--- src/hw/rtl/hpss_pkg.sv ---
// Shared types and fixed field widths of the median guide block.
// Used by the sorting cells, the sorting row and the top level; no dependencies.
package hpss_pkg;

   localparam int MAG_W   = 16;
   localparam int GUIDE_W = 17;
   localparam int IDX_W   = 11;
   localparam int CFG_W   = 12;
   localparam logic [CFG_W-1:0] BINS_RESET = 12'd1025;

   // One slot of the sorting row; an empty slot ranks above every value.
   typedef struct packed {
      logic             valid;
      logic [MAG_W-1:0] val;
   } slot_type;

   // Control shared by every cell of the sorting row.
   typedef struct packed {
      logic clear;
      logic push;
   } sort_ctl_type;

endpackage

--- src/hw/rtl/hpss_sort_cell.sv ---
// One cell of the insertion-sorting row: holds one value, takes its left
// neighbor's value when the new key is smaller. Depends on hpss_pkg.
module hpss_sort_cell (
   input  logic                          clock,
   input  logic                          reset,
   input  hpss_pkg::sort_ctl_type        ctl,
   input  logic [hpss_pkg::MAG_W-1:0]    din,
   input  hpss_pkg::slot_type            left,
   output hpss_pkg::slot_type            slot_q
);

   hpss_pkg::slot_type slot_ff, slot_in;
   logic shift_w, take_w;

   always_comb begin
      shift_w = left.valid ? (din < left.val) : 1'b1;
      take_w  = !slot_ff.valid || (din < slot_ff.val);
      slot_in = slot_ff;
      if (ctl.clear) begin
         slot_in.valid = 1'b0;
      end else if (ctl.push) begin
         if (shift_w) begin
            slot_in = left;
         end else if (take_w) begin
            slot_in.valid = 1'b1;
            slot_in.val   = din;
         end
      end
   end

   always_ff @(posedge clock) begin
      if (reset) begin
         slot_ff.valid <= 1'b0;
         slot_ff.val   <= '0;
      end else begin
         slot_ff <= slot_in;
      end
   end

   assign slot_q = slot_ff;

endmodule

--- src/hw/rtl/hpss_sort_row.sv ---
// Row of sorting cells kept in ascending order, one insertion per cycle,
// plus the fill count. Depends on hpss_pkg and hpss_sort_cell.
module hpss_sort_row #(
   parameter int NCELL = 17,
   parameter int CNT_W = 5
) (
   input  logic                       clock,
   input  logic                       reset,
   input  hpss_pkg::sort_ctl_type     ctl,
   input  logic [hpss_pkg::MAG_W-1:0] din,
   output logic [hpss_pkg::MAG_W-1:0] vals [NCELL],
   output logic [CNT_W-1:0]           count
);

   hpss_pkg::slot_type chain [NCELL+1];
   logic [CNT_W-1:0] cnt_ff, cnt_in;

   // The head of the chain acts as a value below every key.
   assign chain[0] = '{valid: 1'b1, val: '0};

   for (genvar i = 0; i < NCELL; i++) begin : g_cell
      hpss_sort_cell u_cell (
         .clock  (clock),
         .reset  (reset),
         .ctl    (ctl),
         .din    (din),
         .left   (chain[i]),
         .slot_q (chain[i+1])
      );
      assign vals[i] = chain[i+1].val;
   end

   always_comb begin
      cnt_in = cnt_ff;
      if (ctl.clear) begin
         cnt_in = '0;
      end else if (ctl.push && (cnt_ff != CNT_W'(NCELL))) begin
         cnt_in = cnt_ff + 1'b1;
      end
   end

   always_ff @(posedge clock) begin
      if (reset) begin
         cnt_ff <= '0;
      end else begin
         cnt_ff <= cnt_in;
      end
   end

   assign count = cnt_ff;

endmodule

--- config.mk ---
export PLATFORM = sky130hd
export DESIGN_NAME = hpss_sort_row
export DESIGN_NICKNAME = d
export VERILOG_FILES = /design/src/hw/rtl/hpss_pkg.sv /design/src/hw/rtl/hpss_sort_cell.sv /design/src/hw/rtl/hpss_sort_row.sv
export SDC_FILE = /design/constraint.sdc
export NUM_CORES = 1
export LEC_CHECK = 0
export BUFFER_PORTS_ARGS = -buffer_cell sky130_fd_sc_hd__buf_4
export CAP_MARGIN = 10
export CORE_ASPECT_RATIO = 0.7
export CORE_MARGIN = 2
export CORE_UTILIZATION = 50
export CTS_BUF_LIST = sky130_fd_sc_hd__clkbuf_4 sky130_fd_sc_hd__clkbuf_8 sky130_fd_sc_hd__clkbuf_16
export DETAILED_ROUTE_END_ITERATION = 8
export HOLD_SLACK_MARGIN = 0.12
export PLACE_DENSITY_LB_ADDON = 0.08
export SETUP_SLACK_MARGIN = 0.2
export SLEW_MARGIN = 5
export SYNTH_ARGS = -nofsm -noshare
export SYNTH_HDL_FRONTEND = slang
export SYNTH_SLANG_ARGS = --single-unit
--- constraint.sdc ---
create_clock -name clock -period 3 [get_ports clock]
set_input_delay 0.6 -clock clock [delete_from_list [all_inputs] [get_ports clock]]
set_output_delay 0.6 -clock clock [all_outputs]
set_load 0.03 [all_outputs]
==> flow_results.xml <==
<?xml version="1.0" encoding="UTF-8"?>
<metrics>
  <group name="clocking">
    <metric name="clkTransAtPathRegs" unit="ps">70</metric>
    <metric name="cts-buffers-inserted" unit="">34</metric>
    <metric name="clock_insertion_delay_worst_skew" unit="ps">540</metric>
    <metric name="clock-root-buffer" unit="">sky130_fd_sc_hd__clkbuf_16</metric>
    <metric name="cts.path.max_buffers" unit="">3</metric>
    <metric name="clock_tree.htree_level_count" unit="">2</metric>
    <metric name="tritoncts" unit="">yes</metric>
    <metric name="clock_sinks" unit="">294</metric>
  </group>
  <group name="sta">
    <metric name="fin_worst_skew" unit="ps">10.8</metric>
    <metric name="grt_setup_unrepaired" unit="">false</metric>
    <metric name="timing.final.crit_period" unit="ps">2780</metric>
    <metric name="endpoints_failing_hold" unit="">0</metric>
    <metric name="finalSetupTns" unit="ps">0</metric>
    <metric name="worstMarginPinSlew" unit="ps">994</metric>
    <metric name="finalMaxSlewViolations" unit="">0</metric>
    <metric name="maxClockFrequency" unit="GHz">0.360</metric>
    <metric name="finalSetupViolCount" unit="">0</metric>
    <metric name="relSlewSlack" unit="%">33.7</metric>
    <metric name="timing.final.crit_share" unit="%">92.6</metric>
  </group>
  <group name="synth">
    <metric name="synth_compound_area_share" unit="%">23.3</metric>
    <metric name="post_synth.cell_area_avg" unit="sq um">8.40</metric>
    <metric name="synth_edf_count" unit="">0</metric>
    <metric name="synth_xor_area_share" unit="%">0.162</metric>
    <metric name="yosysWarningCount" unit="">0</metric>
    <metric name="syn-cell-area" unit="sq um">21600</metric>
    <metric name="synth_top_family_by_area" unit="">compound AO/OA/AOI/OAI gates</metric>
    <metric name="yosys.area_share.simple" unit="%">10.7</metric>
    <metric name="synth_adder_area_share" unit="%">14.9</metric>
    <metric name="synthesized_nets" unit="">2852</metric>
    <metric name="netlist_instances" unit="">2575</metric>
    <metric name="asyncSetResetFlopFracSynth" unit="%">0</metric>
    <metric name="synth_cell_type_count" unit="">76</metric>
    <metric name="ys_seq_area_share" unit="%">27.2</metric>
    <metric name="yosys_most_used_dff" unit="">sky130_fd_sc_hd__dfxtp_1</metric>
    <metric name="synthMuxAreaShare" unit="%">6.06</metric>
    <metric name="synth-seq-cells" unit="">294</metric>
  </group>
  <group name="power">
    <metric name="leakage" unit="nW">11.5</metric>
    <metric name="power.ir.vdd_worst" unit="uV">311</metric>
    <metric name="power" unit="mW">11.7</metric>
    <metric name="pwr_density_cell" unit="nW/um^2">459</metric>
  </group>
  <group name="grt">
    <metric name="grt_antenna_before_repair" unit="">1</metric>
    <metric name="gr-total-overflow" unit="">0</metric>
    <metric name="wire_length_of_the_first_global_routing_pass" unit="um">109000</metric>
    <metric name="grt.total_usage" unit="%">31.1</metric>
    <metric name="number_of_global_route_vias_before_repair" unit="">18400</metric>
    <metric name="grt_max_degree" unit="">106</metric>
  </group>
  <group name="flow_run">
    <metric name="cap_violations" unit="">0</metric>
  </group>
  <group name="setup_path">
    <metric name="cp_data_required_time" unit="ps">3420</metric>
    <metric name="path_delay_family" unit="">buffers and inverters</metric>
    <metric name="ff2ff_setup_slack" unit="ps">270</metric>
    <metric name="setup.worst_path.start_class" unit="">input pin</metric>
    <metric name="critPathSlowestCell" unit="">sky130_fd_sc_hd__nor4b_1</metric>
    <metric name="setup.worst_path.class" unit="">input pin to flop</metric>
    <metric name="r2r.worst_path.cells" unit="">11</metric>
    <metric name="r2r_start" unit="">g_cell[3].u_cell.slot_q[14]</metric>
    <metric name="max_stage_delay" unit="ps">360</metric>
    <metric name="path_cells" unit="">buf_4 -&gt; buf_4 -&gt; ha_1 -&gt; nand4_1 -&gt; nor3_1 -&gt; nor4b_1 -&gt; o41ai_2 -&gt; buf_4 -&gt; o21a_4 -&gt; buf_12 -&gt; buf_4 -&gt; a211oi_1</metric>
    <metric name="crit_fanout" unit="">21</metric>
    <metric name="endpoint_kind" unit="">flop</metric>
    <metric name="critical_path_buf_inv_count" unit="">5</metric>
    <metric name="regToRegEndpoint" unit="">g_cell[3].u_cell.slot_q[15]</metric>
    <metric name="critical-path-top-cell-by-count" unit="">sky130_fd_sc_hd__buf_4</metric>
    <metric name="cp_data_arrival_time" unit="ps">3200</metric>
  </group>
  <group name="layout">
    <metric name="fin_cells" unit="">3336</metric>
    <metric name="mostFrequentLayoutCells" unit="">sky130_fd_sc_hd__buf_4, sky130_fd_sc_hd__dfxtp_1, sky130_fd_sc_hd__inv_1, sky130_fd_sc_hd__nor2_1, sky130_fd_sc_hd__ha_1</metric>
    <metric name="layout_commonest_cell" unit="">sky130_fd_sc_hd__buf_4</metric>
    <metric name="areaGrowthSynthToFinish" unit="%">18.1</metric>
    <metric name="drive_gt1_share" unit="%">28.8</metric>
    <metric name="nets" unit="">3037</metric>
    <metric name="fillerInstances" unit="">3853</metric>
    <metric name="post-route-util" unit="%">60.1</metric>
    <metric name="post-route-cell-area" unit="sq um">25500</metric>
    <metric name="antenna_cells" unit="">0</metric>
  </group>
  <group name="routing">
    <metric name="drt_drc_violations_left" unit="">0</metric>
    <metric name="drtPass1Iterations" unit="">5</metric>
    <metric name="drt_iter0_drc" unit="">1519</metric>
    <metric name="dr_total_vias" unit="">19200</metric>
    <metric name="drt.antenna.violating_nets" unit="">0</metric>
    <metric name="viasPerCell" unit="">5.76</metric>
    <metric name="wirelength" unit="um">71800</metric>
    <metric name="wire_per_inst" unit="um">21.5</metric>
  </group>
  <group name="placed_design">
    <metric name="gpl.final_weighted_congestion" unit="">0.906</metric>
    <metric name="postPlaceCellArea" unit="sq um">24200</metric>
    <metric name="buffers_on_ports" unit="">296</metric>
    <metric name="place.detailed.hpwl" unit="um">55200</metric>
    <metric name="placedCellCount" unit="">3271</metric>
  </group>
  <group name="min_path">
    <metric name="min_from" unit="">reset</metric>
    <metric name="hold_path_class" unit="">input pin to flop</metric>
    <metric name="hold_end" unit="">g_cell[5].u_cell.slot_q[2]</metric>
    <metric name="hold_depth" unit="">2</metric>
  </group>
  <group name="die">
    <metric name="pin_count" unit="">297</metric>
    <metric name="chipHeight" unit="um">178</metric>
    <metric name="floorplan.core_area" unit="sq um">42500</metric>
    <metric name="die-area" unit="sq um">45000</metric>
    <metric name="row_count" unit="">63</metric>
    <metric name="initial_core_utilization" unit="%">50.9</metric>
    <metric name="die-width" unit="um">253</metric>
  </group>
  <group name="status">
    <metric name="outcome" unit="">finished, final reports clean</metric>
  </group>
</metrics>
[stage by stage]
stage | hold WS [ps] | setup slack [ps]
floorplan | 455 | 324
detailed placement | 488 | -442
finish | 378 | 223
global route | 382 | 187
CTS | 365 | 199
global placement | 481 | -453
[metal layers]
metal / global-route usage (%) / up-vias / part of all wire, %
li1: - / 9142 / -
met1: 45.5 / 9272 / 48
met2: 46.8 / 676 / 42
met3: 4.96 / 114 / 7.2
met4: 8.95 / 0 / 2.8
met5: 0 / - / 0
[power breakdown]
| part | internal, mW | switching (mW) |
|---|---|---|
| combinational | 1.15 | 1.74 |
| sequential | 4.12 | 0.262 |
| clock | 2.65 | 1.81 |
| total | 7.91 | 3.82 |
[cell type report]
type,instances,area (sq um),share of cell area [%]
clock buffer,50,1070,4.18
multi-input combinational,1599,12100,47.4
tap,552,691,2.71
timing repair buffer,569,4690,18.4
clock inverter,10,110,0.431
inverter,262,983,3.85
sequential,294,5890,23.1
[worst max path at each step]
stage	from	to	cells after the start
after floorplan	din[15]	g_cell[13].u_cell.slot_q[10]	8
after global placement	din[1]	g_cell[1].u_cell.slot_q[9]	10
after detailed placement	din[1]	g_cell[1].u_cell.slot_q[9]	10
after CTS	g_cell[6].u_cell.slot_q[5]	g_cell[7].u_cell.slot_q[9]	12
after global routing	g_cell[7].u_cell.slot_q[6]	g_cell[7].u_cell.slot_q[4]	11
final	din[15]	g_cell[3].u_cell.slot_q[15]	12
[synth_stat cells, types with 18 or more instances]
| cell type | number | area (sq um) |
|---|---|---|
| sky130_fd_sc_hd__a211oi_1 | 63 | 473 |
| sky130_fd_sc_hd__a211oi_2 | 70 | 876 |
| sky130_fd_sc_hd__a21oi_1 | 238 | 1190 |
| sky130_fd_sc_hd__buf_2 | 38 | 190 |
| sky130_fd_sc_hd__buf_4 | 290 | 2180 |
| sky130_fd_sc_hd__clkbuf_1 | 70 | 263 |
| sky130_fd_sc_hd__dfxtp_1 | 294 | 5890 |
| sky130_fd_sc_hd__ha_1 | 257 | 3220 |
| sky130_fd_sc_hd__inv_1 | 262 | 983 |
| sky130_fd_sc_hd__mux2i_1 | 131 | 1310 |
| sky130_fd_sc_hd__nand2_1 | 117 | 439 |
| sky130_fd_sc_hd__nand2b_1 | 20 | 125 |
| sky130_fd_sc_hd__nand4_1 | 27 | 169 |
| sky130_fd_sc_hd__nor2_1 | 261 | 980 |
| sky130_fd_sc_hd__nor3_1 | 29 | 145 |
| sky130_fd_sc_hd__o21ai_0 | 104 | 521 |
| sky130_fd_sc_hd__o221a_2 | 32 | 360 |
| sky130_fd_sc_hd__o22ai_1 | 23 | 144 |
| sky130_fd_sc_hd__or3_1 | 18 | 113 |
[logic make-up (layout without fill, tap and decap cells)]
family | Yosys count | in the layout
buffers and inverters | 683 | 891
AOI/OAI and AO/OA | 681 | 682
and+or+nand+nor | 525 | 525
DFF | 294 | 294
adders and majority gates | 257 | 257
muxes | 131 | 131
xor gates and xnor gates | 4 | 4
[sequential cells by signal (all words and copies together) (netlist names)]
register,cells
g_cell.u_cell.slot_q,289
count,5
[repair_timing]
item                                    4_1_cts  5_1_grt
cloned                                        0        1
resized for setup                             8       21
buffers inserted                              0        4
endpoints found under the setup margin       80      151
hold buffers                                  0        0
hold endpoints to repair                      0        0
pin swaps                                     0        5
(Power assumes the default switching activity.)
